File: config.mk
export PLATFORM = sky130hd
export DESIGN_NAME = subset_sum_reachability
export DESIGN_NICKNAME = d
export VERILOG_FILES = /design/src/hdl/ssr_pkg.sv /design/src/hdl/ssr_ram.sv /design/src/hdl/ssr_shifter.sv /design/src/hdl/subset_sum_reachability.sv
export SDC_FILE = /design/constraint.sdc
export NUM_CORES = 2
export LEC_CHECK = 0
export BUFFER_PORTS_ARGS = -buffer_cell sky130_fd_sc_hd__buf_2
export CAP_MARGIN = 15
export CELL_PAD_IN_SITES_DETAIL_PLACEMENT = 2
export CELL_PAD_IN_SITES_GLOBAL_PLACEMENT = 2
export CORE_ASPECT_RATIO = 0.75
export CORE_MARGIN = 5
export CORE_UTILIZATION = 44
export DETAILED_ROUTE_END_ITERATION = 12
export GPL_ROUTABILITY_DRIVEN = 0
export PLACE_DENSITY = 0.75
export SETUP_SLACK_MARGIN = 0.3
export SLEW_MARGIN = 40
export SYNTH_ARGS = -nofsm -noshare
export SYNTH_HDL_FRONTEND = slang
export SYNTH_HIERARCHICAL = 1
export SYNTH_SLANG_ARGS = --single-unit
File: constraint.sdc
create_clock -name clk -period 4.08 [get_ports clk]
set_clock_uncertainty 0.15 [all_clocks]
set_input_delay 0.408 -clock clk [delete_from_list [all_inputs] [get_ports clk]]
set_output_delay 0.408 -clock clk [all_outputs]
set_load 0.02 [all_outputs]
File: src/hdl/ssr_pkg.sv
package ssr_pkg;

    localparam int WORD_W    = 64;
    localparam int BIT_W     = 6;
    localparam int IDX_W     = 5;
    localparam int CAP_W     = 11;
    localparam int WEIGHT_W  = 16;
    localparam int MAX_WORDS = 32;

    typedef enum logic [2:0] {
        ST_IDLE,
        ST_UPDATE,
        ST_DRAIN,
        ST_READ,
        ST_FLUSH
    } state_t;

    // Value of a bitmap word that has not been written since the last clear.
    function automatic logic [WORD_W-1:0] init_word(input logic is_word0);
        init_word = {{(WORD_W-1){1'b0}}, is_word0};
    endfunction

endpackage

File: src/hdl/ssr_ram.sv
module ssr_ram #(
    parameter int WIDTH = 64,
    parameter int DEPTH = 32,
    localparam int AW = (DEPTH > 1) ? $clog2(DEPTH) : 1
) (
    input  logic             clk,
    input  logic             we,
    input  logic [AW-1:0]    waddr,
    input  logic [WIDTH-1:0] wdata,
    input  logic [AW-1:0]    raddr_a,
    output logic [WIDTH-1:0] rdata_a,
    input  logic [AW-1:0]    raddr_b,
    output logic [WIDTH-1:0] rdata_b
);

    logic [WIDTH-1:0] mem [DEPTH];
    logic [WIDTH-1:0] rdata_a_reg;
    logic [WIDTH-1:0] rdata_b_reg;

    always_ff @(posedge clk)
    begin
        if (we)
        begin
            mem[waddr] <= wdata;
        end
        rdata_a_reg <= mem[raddr_a];
        rdata_b_reg <= mem[raddr_b];
    end

    assign rdata_a = rdata_a_reg;
    assign rdata_b = rdata_b_reg;

endmodule

File: src/hdl/ssr_shifter.sv
module ssr_shifter (
    input  logic [ssr_pkg::WORD_W-1:0] base,
    input  logic [ssr_pkg::WORD_W-1:0] hi,
    input  logic [ssr_pkg::WORD_W-1:0] lo,
    input  logic [ssr_pkg::BIT_W-1:0]  bs,
    output logic [ssr_pkg::WORD_W-1:0] merged
);

    import ssr_pkg::*;

    logic [2*WORD_W-1:0] funnel;

    // The upper half of the shifted pair is hi << bs with the top of lo carried in.
    always_comb
    begin
        funnel = {hi, lo} << bs;
        merged = base | funnel[2*WORD_W-1:WORD_W];
    end

endmodule

File: src/hdl/subset_sum_reachability.sv
// Channel   Ports                                   Handshake
// --------  --------------------------------------  ------------------------------
// item in   weight, last_weight                     start high while busy is low
// result    word_index, reach_bits, last_word       result_valid, one cycle each
// config    capacity                                cfg_write, taken at once
//
// A weight from 1 to the capacity occupies the block with an update pass: the bitmap words
// pass one a cycle through the single shift-and-OR unit, highest first, after a priming
// read of the source and followed by a drain state that retires the last write. Any other
// weight skips the update. A last item then adds a readout of words 0 to top, where top
// is the capacity divided by 64, after which the bitmap is cleared in the flush state.
// Reset leaves the bitmap holding sum zero only; results cannot be stalled.
module subset_sum_reachability #(
    parameter int MAP_BITS = 2048
) (
    input  logic                          clk,
    input  logic                          rst_n,
    input  logic                          start,
    output logic                          busy,
    input  logic [ssr_pkg::WEIGHT_W-1:0]  weight,
    input  logic                          last_weight,
    input  logic                          cfg_write,
    input  logic [ssr_pkg::CAP_W-1:0]     capacity,
    output logic                          result_valid,
    output logic [ssr_pkg::IDX_W-1:0]     word_index,
    output logic [ssr_pkg::WORD_W-1:0]    reach_bits,
    output logic                          last_word
);

    import ssr_pkg::*;

    // Sums above 2047 can never be read out, so at most 32 words are stored.
    localparam int MAP_WORDS = (MAP_BITS / 64 > MAX_WORDS) ? MAX_WORDS : MAP_BITS / 64;
    localparam int AW = (MAP_WORDS > 1) ? $clog2(MAP_WORDS) : 1;
    localparam int DW = $clog2(MAP_WORDS + 1);
    localparam int SW = 7;
    localparam logic [CAP_W-1:0] CAP_MAX = CAP_W'(MAP_WORDS * 64 - 1);

    state_t state_reg, state_next;

    logic [DW-1:0]        d_reg, d_next;
    logic [AW-1:0]        k_reg, k_next;
    logic [IDX_W-1:0]     ws_reg, ws_next;
    logic [BIT_W-1:0]     bs_reg, bs_next;
    logic [CAP_W-1:0]     cap_reg, cap_next;
    logic                 last_reg, last_next;
    logic [CAP_W-1:0]     capacity_reg;

    logic                 stg_act_reg;
    logic                 stg_wr_reg;
    logic                 stg_src_ok_reg;
    logic [AW-1:0]        stg_addr_reg;
    logic [WORD_W-1:0]    hi_reg;
    logic [MAP_WORDS-1:0] valid_reg;
    logic                 va_reg, vb_reg, za_reg, zb_reg;
    logic                 rd_act_reg, rd_last_reg;
    logic [AW-1:0]        rd_idx_reg;

    logic                 result_valid_reg;
    logic [IDX_W-1:0]     word_index_reg;
    logic [WORD_W-1:0]    reach_bits_reg;
    logic                 last_word_reg;

    logic [CAP_W-1:0]     cap_eff;
    logic                 do_update;
    logic                 clear_all;
    logic [SW-1:0]        src;
    logic                 src_neg;
    logic [AW-1:0]        addr_a, addr_b;
    logic [WORD_W-1:0]    rdata_a, rdata_b;
    logic [WORD_W-1:0]    a_word, b_word, lo_word, new_word;
    logic [WORD_W-1:0]    top_mask;
    logic [IDX_W-1:0]     top_idx;

    assign cap_eff   = (capacity_reg > CAP_MAX) ? CAP_MAX : capacity_reg;
    assign do_update = (weight != '0) && (weight <= WEIGHT_W'(cap_eff));
    assign top_idx   = cap_reg[CAP_W-1:BIT_W];

    // Source for destination word d is d - ws - 1; its neighbour d - ws arrived in the previous cycle.
    assign src     = SW'(d_reg) - SW'(ws_reg) - SW'(1);
    assign src_neg = src[SW-1];
    assign addr_b  = src_neg ? '0 : src[AW-1:0];

    always_comb
    begin
        case (state_reg)
            ST_UPDATE: addr_a = (d_reg == DW'(MAP_WORDS)) ? '0 : d_reg[AW-1:0];
            ST_READ:   addr_a = k_reg;
            default:   addr_a = '0;
        endcase
    end

    assign a_word  = va_reg ? rdata_a : init_word(za_reg);
    assign b_word  = vb_reg ? rdata_b : init_word(zb_reg);
    assign lo_word = stg_src_ok_reg ? b_word : '0;

    always_comb
    begin
        for (int i = 0; i < WORD_W; i++)
        begin
            top_mask[i] = (BIT_W'(i) <= cap_reg[BIT_W-1:0]);
        end
    end

    ssr_ram #(
        .WIDTH (WORD_W),
        .DEPTH (MAP_WORDS)
    ) u_map (
        .clk     (clk),
        .we      (stg_wr_reg),
        .waddr   (stg_addr_reg),
        .wdata   (new_word),
        .raddr_a (addr_a),
        .rdata_a (rdata_a),
        .raddr_b (addr_b),
        .rdata_b (rdata_b)
    );

    ssr_shifter u_shift (
        .base   (a_word),
        .hi     (hi_reg),
        .lo     (lo_word),
        .bs     (bs_reg),
        .merged (new_word)
    );

    always_comb
    begin
        state_next = state_reg;
        d_next     = d_reg;
        k_next     = k_reg;
        ws_next    = ws_reg;
        bs_next    = bs_reg;
        cap_next   = cap_reg;
        last_next  = last_reg;
        clear_all  = 1'b0;
        unique case (state_reg)
            ST_IDLE:
            begin
                if (start)
                begin
                    cap_next  = cap_eff;
                    last_next = last_weight;
                    ws_next   = weight[BIT_W+IDX_W-1:BIT_W];
                    bs_next   = weight[BIT_W-1:0];
                    d_next    = DW'(MAP_WORDS);
                    k_next    = '0;
                    if (do_update)
                    begin
                        state_next = ST_UPDATE;
                    end
                    else if (last_weight)
                    begin
                        state_next = ST_READ;
                    end
                end
            end
            ST_UPDATE:
            begin
                d_next = d_reg - DW'(1);
                if (d_reg == '0)
                begin
                    state_next = ST_DRAIN;
                end
            end
            ST_DRAIN:
            begin
                k_next     = '0;
                state_next = last_reg ? ST_READ : ST_IDLE;
            end
            ST_READ:
            begin
                k_next = k_reg + AW'(1);
                if (IDX_W'(k_reg) == top_idx)
                begin
                    state_next = ST_FLUSH;
                end
            end
            ST_FLUSH:
            begin
                clear_all  = 1'b1;
                state_next = ST_IDLE;
            end
            default:
            begin
                state_next = ST_IDLE;
            end
        endcase
    end

    always_ff @(posedge clk or negedge rst_n)
    begin
        if (!rst_n)
        begin
            state_reg        <= ST_IDLE;
            capacity_reg     <= '1;
            valid_reg        <= '0;
            stg_act_reg      <= 1'b0;
            stg_wr_reg       <= 1'b0;
            rd_act_reg       <= 1'b0;
            result_valid_reg <= 1'b0;
        end
        else
        begin
            state_reg        <= state_next;
            stg_act_reg      <= (state_reg == ST_UPDATE);
            stg_wr_reg       <= (state_reg == ST_UPDATE) && (d_reg != DW'(MAP_WORDS));
            rd_act_reg       <= (state_reg == ST_READ);
            result_valid_reg <= rd_act_reg;
            if (cfg_write)
            begin
                capacity_reg <= capacity;
            end
            if (clear_all)
            begin
                valid_reg <= '0;
            end
            else if (stg_wr_reg)
            begin
                valid_reg[stg_addr_reg] <= 1'b1;
            end
        end
    end

    always_ff @(posedge clk)
    begin
        d_reg          <= d_next;
        k_reg          <= k_next;
        ws_reg         <= ws_next;
        bs_reg         <= bs_next;
        cap_reg        <= cap_next;
        last_reg       <= last_next;
        stg_addr_reg   <= addr_a;
        stg_src_ok_reg <= !src_neg;
        va_reg         <= valid_reg[addr_a];
        vb_reg         <= valid_reg[addr_b];
        za_reg         <= (addr_a == '0);
        zb_reg         <= (addr_b == '0);
        rd_idx_reg     <= k_reg;
        rd_last_reg    <= (IDX_W'(k_reg) == top_idx);
        if (stg_act_reg)
        begin
            hi_reg <= lo_word;
        end
        if (rd_act_reg)
        begin
            word_index_reg <= IDX_W'(rd_idx_reg);
            reach_bits_reg <= rd_last_reg ? (a_word & top_mask) : a_word;
            last_word_reg  <= rd_last_reg;
        end
    end

    assign busy         = (state_reg != ST_IDLE);
    assign result_valid = result_valid_reg;
    assign word_index   = word_index_reg;
    assign reach_bits   = reach_bits_reg;
    assign last_word    = last_word_reg;

endmodule
# ---- Word level (Yosys, flattened, before mapping)
# Memories as Yosys holds them, arrays and structs flattened. A register that Yosys moved wholly into a read port is not among the register bits.
# Cells that the tools add are included.
# W data, S select, Z words.
dict set report totals {
  output_inout_bits 72
  reg_bits 234
  elab_cells 162
  mem_count 1
  mem_bits_rw 2048
  input_bits 32
}
# name depth word_bits rd rd_clocked_by_memory_dff write_ports line
set mem_list {}
lappend mem_list {u_map.mem 32 64 2 2 1 ssr_ram.sv:16} ;# logic [WIDTH-1:0] mem [DEPTH];
dict set report classes {
  reduce_logical 17
  muxes 30
  shift 1
  n_bitwise 3
  add_sub_neg 4
  eq_ne 11
  n_lt_le_gt_ge 70
}
# operator n
set ops {}
lappend ops {{$mux W64} 4}
lappend ops {{$le A6 B6 Y1 const A} 32}
lappend ops {{$shl A128 B6 Y128} 1}
lappend ops {{$le A5 B6 Y1 const A} 16}
lappend ops {{$and A64 B64 Y64} 1}
lappend ops {{$mux W32} 2}
lappend ops {{$or A64 B64 Y64} 1}
lappend ops {{$le A4 B6 Y1 const A} 8}
lappend ops {{$or A32 B32 Y32} 1}
lappend ops {{$le A3 B6 Y1 const A} 4}
lappend ops {{$lt A5 B6 Y1 const B} 3}
lappend ops {{$le A16 B11 Y1} 1}
lappend ops {{$reduce_bool A16 Y1} 1}
lappend ops {{$mux W3} 5}
lappend ops {{$mux W5} 3}
lappend ops {{$pmux W5 S3} 1}
lappend ops {{$le A1 B6 Y1 const A} 2}
lappend ops {{$le A2 B6 Y1 const A} 2}
lappend ops {{$pmux W3 S4} 1}
lappend ops {{$pmux W6 S2} 1}
lappend ops {{$gt A11 B11 Y1 const B} 1}
lappend ops {{$mux W11} 1}
lappend ops {{$bmux W1 S5} 2}
lappend ops {{$logic_not A5 Y1} 2}
lappend ops {{other kinds (27)} 40}

# ---- Longest topological paths before layout
dict set report depth {
  depth_word 7
  mapped_depth 18
}

# ---- Cells and area by module
# Netlist, hierarchy kept.
# module area_per_inst_um2 seq_area_each_um2 instances cells_each
set modules_own_cells {}
lappend modules_own_cells {ssr_ram 96657.7 64061.4 1 4439}
lappend modules_own_cells {subset_sum_reachability 10716.5 6630.1 1 923}
lappend modules_own_cells {ssr_shifter 9899.5 0.0 1 1010}

# ---- Least setup slack after synthesis
# No wires, ideal clock.
dict set report synth_timing {
  path_type {reg-to-reg}
  from {reg stg_wr_reg}
  to {mem u_map.mem[28][0] (enable)}
  arrival_time_ns 3.729
  path_slack_ns -0.286
  path_stages_with_launch 4
  path_cell_list {dfrtp_1 or3b_2 clkbuf_1 nor2_1}
}
dict set report synth_via {
  elab_chain_cells 2
}
# element line
set synth_rtl {}
lappend synth_rtl {{start, declared} subset_sum_reachability.sv:50} ;# logic stg_wr_reg;
lappend synth_rtl {{start signal, assigned} subset_sum_reachability.sv:207} ;# stg_wr_reg <= (state_reg == ST_UPDATE) && (d_reg != DW'(MAP_WORDS));
lappend synth_rtl {{$mux W1} ssr_ram.sv:22} ;# if (we)
lappend synth_rtl {{$mux W1 (implied by the code)} ssr_ram.sv:24} ;# mem[waddr] <= wdata;
lappend synth_rtl {{end, declared} ssr_ram.sv:16}
# No other way between the ends.

# ---- Worst setup path in the final report
dict set report layout_timing {
  from {reg ws_reg[0]}
  to {reg u_map.rdata_b_reg[52] (netlist: u_map/rdata_b[52]) (read register of u_map.mem)}
}
dict set report layout_via {
  elab_chain_cells 3
}
# element line
set layout_rtl {}
lappend layout_rtl {{start, declared} subset_sum_reachability.sv:43} ;# logic [IDX_W-1:0] ws_reg, ws_next;
lappend layout_rtl {{start signal, assigned} subset_sum_reachability.sv:229} ;# ws_reg <= ws_next;
lappend layout_rtl {{$sub A6 B5 Y7} subset_sum_reachability.sv:80} ;# assign src = SW'(d_reg) - SW'(ws_reg) - SW'(1);
lappend layout_rtl {{$sub A7 B1 Y7} subset_sum_reachability.sv:80}
lappend layout_rtl {{$mux W5} subset_sum_reachability.sv:82} ;# assign addr_b = src_neg ? '0 : src[AW-1:0];
lappend layout_rtl {{net addr_b[0]} subset_sum_reachability.sv:69} ;# logic [AW-1:0] addr_a, addr_b;
lappend layout_rtl {{end, declared} ssr_ram.sv:18} ;# logic [WIDTH-1:0] rdata_b_reg;
# The timed path passes the listed nets, and every way through them passes these cells.
# A chain may end at the register's enable or synchronous reset.

==> metrics list <==
- The run finished, with violations left.
- The final reports fail on hold timing, setup timing.
- CTS saw about 2,400 sinks.
- By area the synthesized netlist is led by sky130_fd_sc_hd__edfxtp_1 57%, sky130_fd_sc_hd__mux4_2 23%, sky130_fd_sc_hd__mux2i_1 4.2%.
* Fraction of power spent switching nets: 0.440
- The floorplan step set the die height to roughly 460 um.
- Worst Hold Slack: -6.71 ps
- The die covers between 200,000 and 300,000 um^2.
* Number of CTS-inserted buffers: 240
- After synthesis, the most frequently instantiated cells are 2,216 x sky130_fd_sc_hd__edfxtp_1, 1,223 x sky130_fd_sc_hd__mux4_2, 492 x sky130_fd_sc_hd__mux2i_1, 238 x sky130_fd_sc_hd__nand2_1, 224 x sky130_fd_sc_hd__nor2_1.
* Clock buffer depth: 4
- First-iteration detailed-routing DRC count: 14,855
- The area growth from synthesis to layout is 20.2%.
* Hold Path Class: in -> async
- STA classifies the critical path endpoint as a flop.
- Detailed placement finished with a half-perimeter wire length of 322,000 um.
- Setup slack on the critical path of the routed design comes to -328 ps.
- Counting distinct cell types in the post-synthesis netlist gives just over 90.
- After detailed routing, the total wire length is 557,000 um.
* Total of max-cap violations: 0
* Port bufs: 103
- Effective utilization at floorplan: 0.441
- Die extent in x: 606 um
- Summing all non-filler instances in the final layout gives an area of 141,000 um^2.
* Critical Path AT: between 5000 and 6000 ps
* CP delay by family, top: buffers and inverters
- Worst Tran Pin Value: around 1000 ps
- The biggest area contributor in the post-synthesis netlist is sky130_fd_sc_hd__edfxtp_1.
- STA puts the critical path data required time at roughly 4700 ps.
* Highest achievable clock rate: ~0.23 GHz
* Top reg by flops: u_map/mem
- The register with the most flip-flops in the layout has 2,048 of them.
* Async SR Flop Fraction: 0.0207
- Vias post-DR: 83,809
* Synthesis Warnings: 6
- In the post-synthesis netlist, the cell with the most instances is sky130_fd_sc_hd__edfxtp_1.
- Setup violations remaining at the end of the flow were counted as 63.
- Power spread over the standard cell area amounts to ~1100 nW/um^2.
- Critical path's largest stage delay: between 400 and 500 ps
- The slowest stage of the critical path belongs to the cell sky130_fd_sc_hd__mux4_2.
* Unrepaired setup endpoints after global routing: yes
* Count of nets after finishing: a little over 7,000
- Hold violation total from the final report: 4
* Pin count of the biggest net entering global routing: 66
- Counting I/O delays and the setup requirement, the final critical path takes about 4400 ps.
- Portion of total power attributed to sequential cells: 0.251
- Clock group share of total power: 0.159
- Dominant register cell in the synthesized netlist: sky130_fd_sc_hd__edfxtp_1
- Traced cell by cell, the critical path runs through inv_2 -> ha_4 -> inv_2 -> fa_2 -> nor2b_4 -> o31a_1 -> nor3_2 -> inv_1 -> and2_4 -> clkbuf_16 -> buf_12 -> buf_16 -> buf_16 -> buf_4 -> mux4_2 -> mux2i_1 -> a221oi_2.
* Placed instance count: roughly 10,000
- Average footprint of a synthesized cell: approximately 18 um^2
- Clock-pin slew was measured on the worst setup and hold paths at approximately 70 ps.
- Row generation in the floorplan step produced ~160 rows.
- Counting both buffers and inverters, the worst setup path holds a total of 8.
- Setup TNS: -9070 ps
- TritonCTS clock tree: yes
- Net Switching: about 67 mW
- Number of global-route vias before repair: between 80,000 and 90,000
- Post-synthesis cell count: about 6,400
- Number of cells in the finished layout apart from fillers: about 11,000
- The worst setup path is launched from a flop.
- Of the total power, combinational logic draws 0.590.
* Portion of the clock cycle consumed by the worst path in the final layout: 1.08
- Number of top-level design ports: approximately 100
* Syn_nets: between 6,000 and 7,000
* Final Max Slew Viols: 0
- Count of flip-flops with a built-in enable after synthesis: around 2,200
- All-Layer GR Usage: 0.365
* CTS root buf: sky130_fd_sc_hd__clkbuf_16
* Largest fanout of any net on the critical path: 6
- Per-cell via count in the routed design: 7.67
- The internal portion of the total power is roughly 85 mW.
* H-tree levels: 4
- The critical path is of the reg -> reg type.
- The first TritonRoute pass finished after 6 iterations.
* Summed instance area of the synthesized netlist: around 120,000 um^2
- The core region is between 200,000 and 300,000 um^2.
- Clock latency on the worst-skew pair, taken at its later pin, is just under 1000 ps.
* Fraction of final layout cells sized beyond drive strength 1: 0.414
- For this run, design rule violations remaining after detail routing come to 0.
- First-pass GRT wire length: 707,000 um
- Post-placement cell area: approximately 130,000 um^2
- In this run the tightest slew margin relative to its limit is 0.304.
* Post-synth top area share: 0.567
* Routed wire length per instance: between 50 and 60 um
* Final antenna-violating net count: 0
* Highest ir drop seen on vdd: a little over 0.0006 V
- Leakage power total: 47.3 nW
- The total overflow left after global routing is 0.
* Number of synthesized register bits: roughly 2,400
- Worst slack after detailed placement: -69.0 ps
* Part of the Yosys area used for sequential elements: 0.603
- The initial antenna violation count is 50.
- Number of fill cells: 22,461
==> power by group through the flow <==
stage	Sequential [mW]	Combinational (mW)	Clock, mW
finish	38.4	90.1	24.2
detailed placement	38.2	74.2	0
global placement	37.9	70.9	0
global route	38.3	90.3	25.2
CTS	37.8	78.7	23.5
floorplan	36.8	43.3	0
==> per-layer routing <==
| layer | vias to the layer above | global-route usage | wire length (um) |
|---|---|---|---|
| met5 | - | 0.00538 | 438 |
| met4 | 30 | 0.191 | 44300 |
| met2 | 8586 | 0.539 | 244000 |
| met1 | 44147 | 0.482 | 187000 |
| met3 | 2316 | 0.118 | 81000 |
| li1 | 28730 | - | - |
==> through the flow <==
| stage | total power, mW | hold slack [ps] | util |
|---|---|---|---|
| global placement | 109 | 240 | 0.480 |
| detailed placement | 112 | 244 | 0.481 |
| global route | 154 | 40.4 | 0.530 |
| floorplan | 80.1 | -37.6 | - |
| finish | 153 | -6.71 | 0.531 |
| CTS | 140 | 3.94 | 0.519 |
==> worst min-delay path, delay by kind of cell <==
| kind | cells | cell delay (ps) |
|---|---|---|
| buffers and inverters | 3 | 1190 |
==> worst paths after layout <==
| path | start | cells past startpoint | endpoint | slack [ps] |
|---|---|---|---|---|
| worst max-delay path | ws_reg[0] | 17 | u_map/rdata_b[52] | -330 |
| worst min register to register | rd_idx_reg[1] | 0 | word_index[1] | 260 |
| max in group asynchronous | rst_n | 3 | rd_act_reg | 3200 |
| worst min-delay path | rst_n | 3 | valid_reg[30] | -7 |
| min in group clk | weight[0] | 2 | bs_reg[0] | 70 |
| worst max register to register | ws_reg[0] | 17 | u_map/rdata_b[52] | -330 |
==> layout make-up <==
class	instances	area, um^2	share of cell area
Timing Repair Buffer	1031	11900	0.0842
Clock buffer	326	6820	0.0483
Timing Repair inverter	3	33.8	0.000240
Clock inverter	118	1180	0.00840
Tap cell	3569	4470	0.0317
Inverter	56	275	0.00195
Sequential cell	2410	70700	0.502
Antenna cell	34	85.1	0.000603
Multi-Input combinational cell	3384	45500	0.323
==> kinds of logic after synthesis <==
kind of cell	synth area share
flip-flops	0.603
multiplexers	0.292
AND/OR/NAND/NOR	0.0342
AO/OA/AOI/OAI	0.0426
buffers and inverters	0.0249
adder cells (fa/ha/maj)	0.00220
XOR/XNOR	0.000896
==> what timing repair did <==
item                                    CTS  global route
resized for setup                       115           264
hold endpoints to repair                102             0
endpoints found under the setup margin  464           658
pin swaps                                 9            41
hold buffers                             46             0
buffers inserted                         57           115
gates cloned                             21            24
==> cell usage in the layout (no fill, tap or decap), drive strengths merged, types with 57 or more instances in the layout <==
| cell | Yosys | layout |
|---|---|---|
| nand2 | 238 | 238 |
| clkinv | 3 | 90 |
| mux4 | 1235 | 1235 |
| and2 | 91 | 91 |
| clkbuf | 190 | 349 |
| a21oi | 81 | 81 |
| buf | 332 | 958 |
| edfxtp | 2216 | 2216 |
| o21ai | 57 | 57 |
| a221oi | 111 | 111 |
| inv | 53 | 59 |
| mux2i | 493 | 493 |
| mux2 | 132 | 132 |
| dfxtp | 144 | 144 |
| nor2 | 224 | 224 |
| and3 | 79 | 79 |
Power figures use the tool's default switching activity.
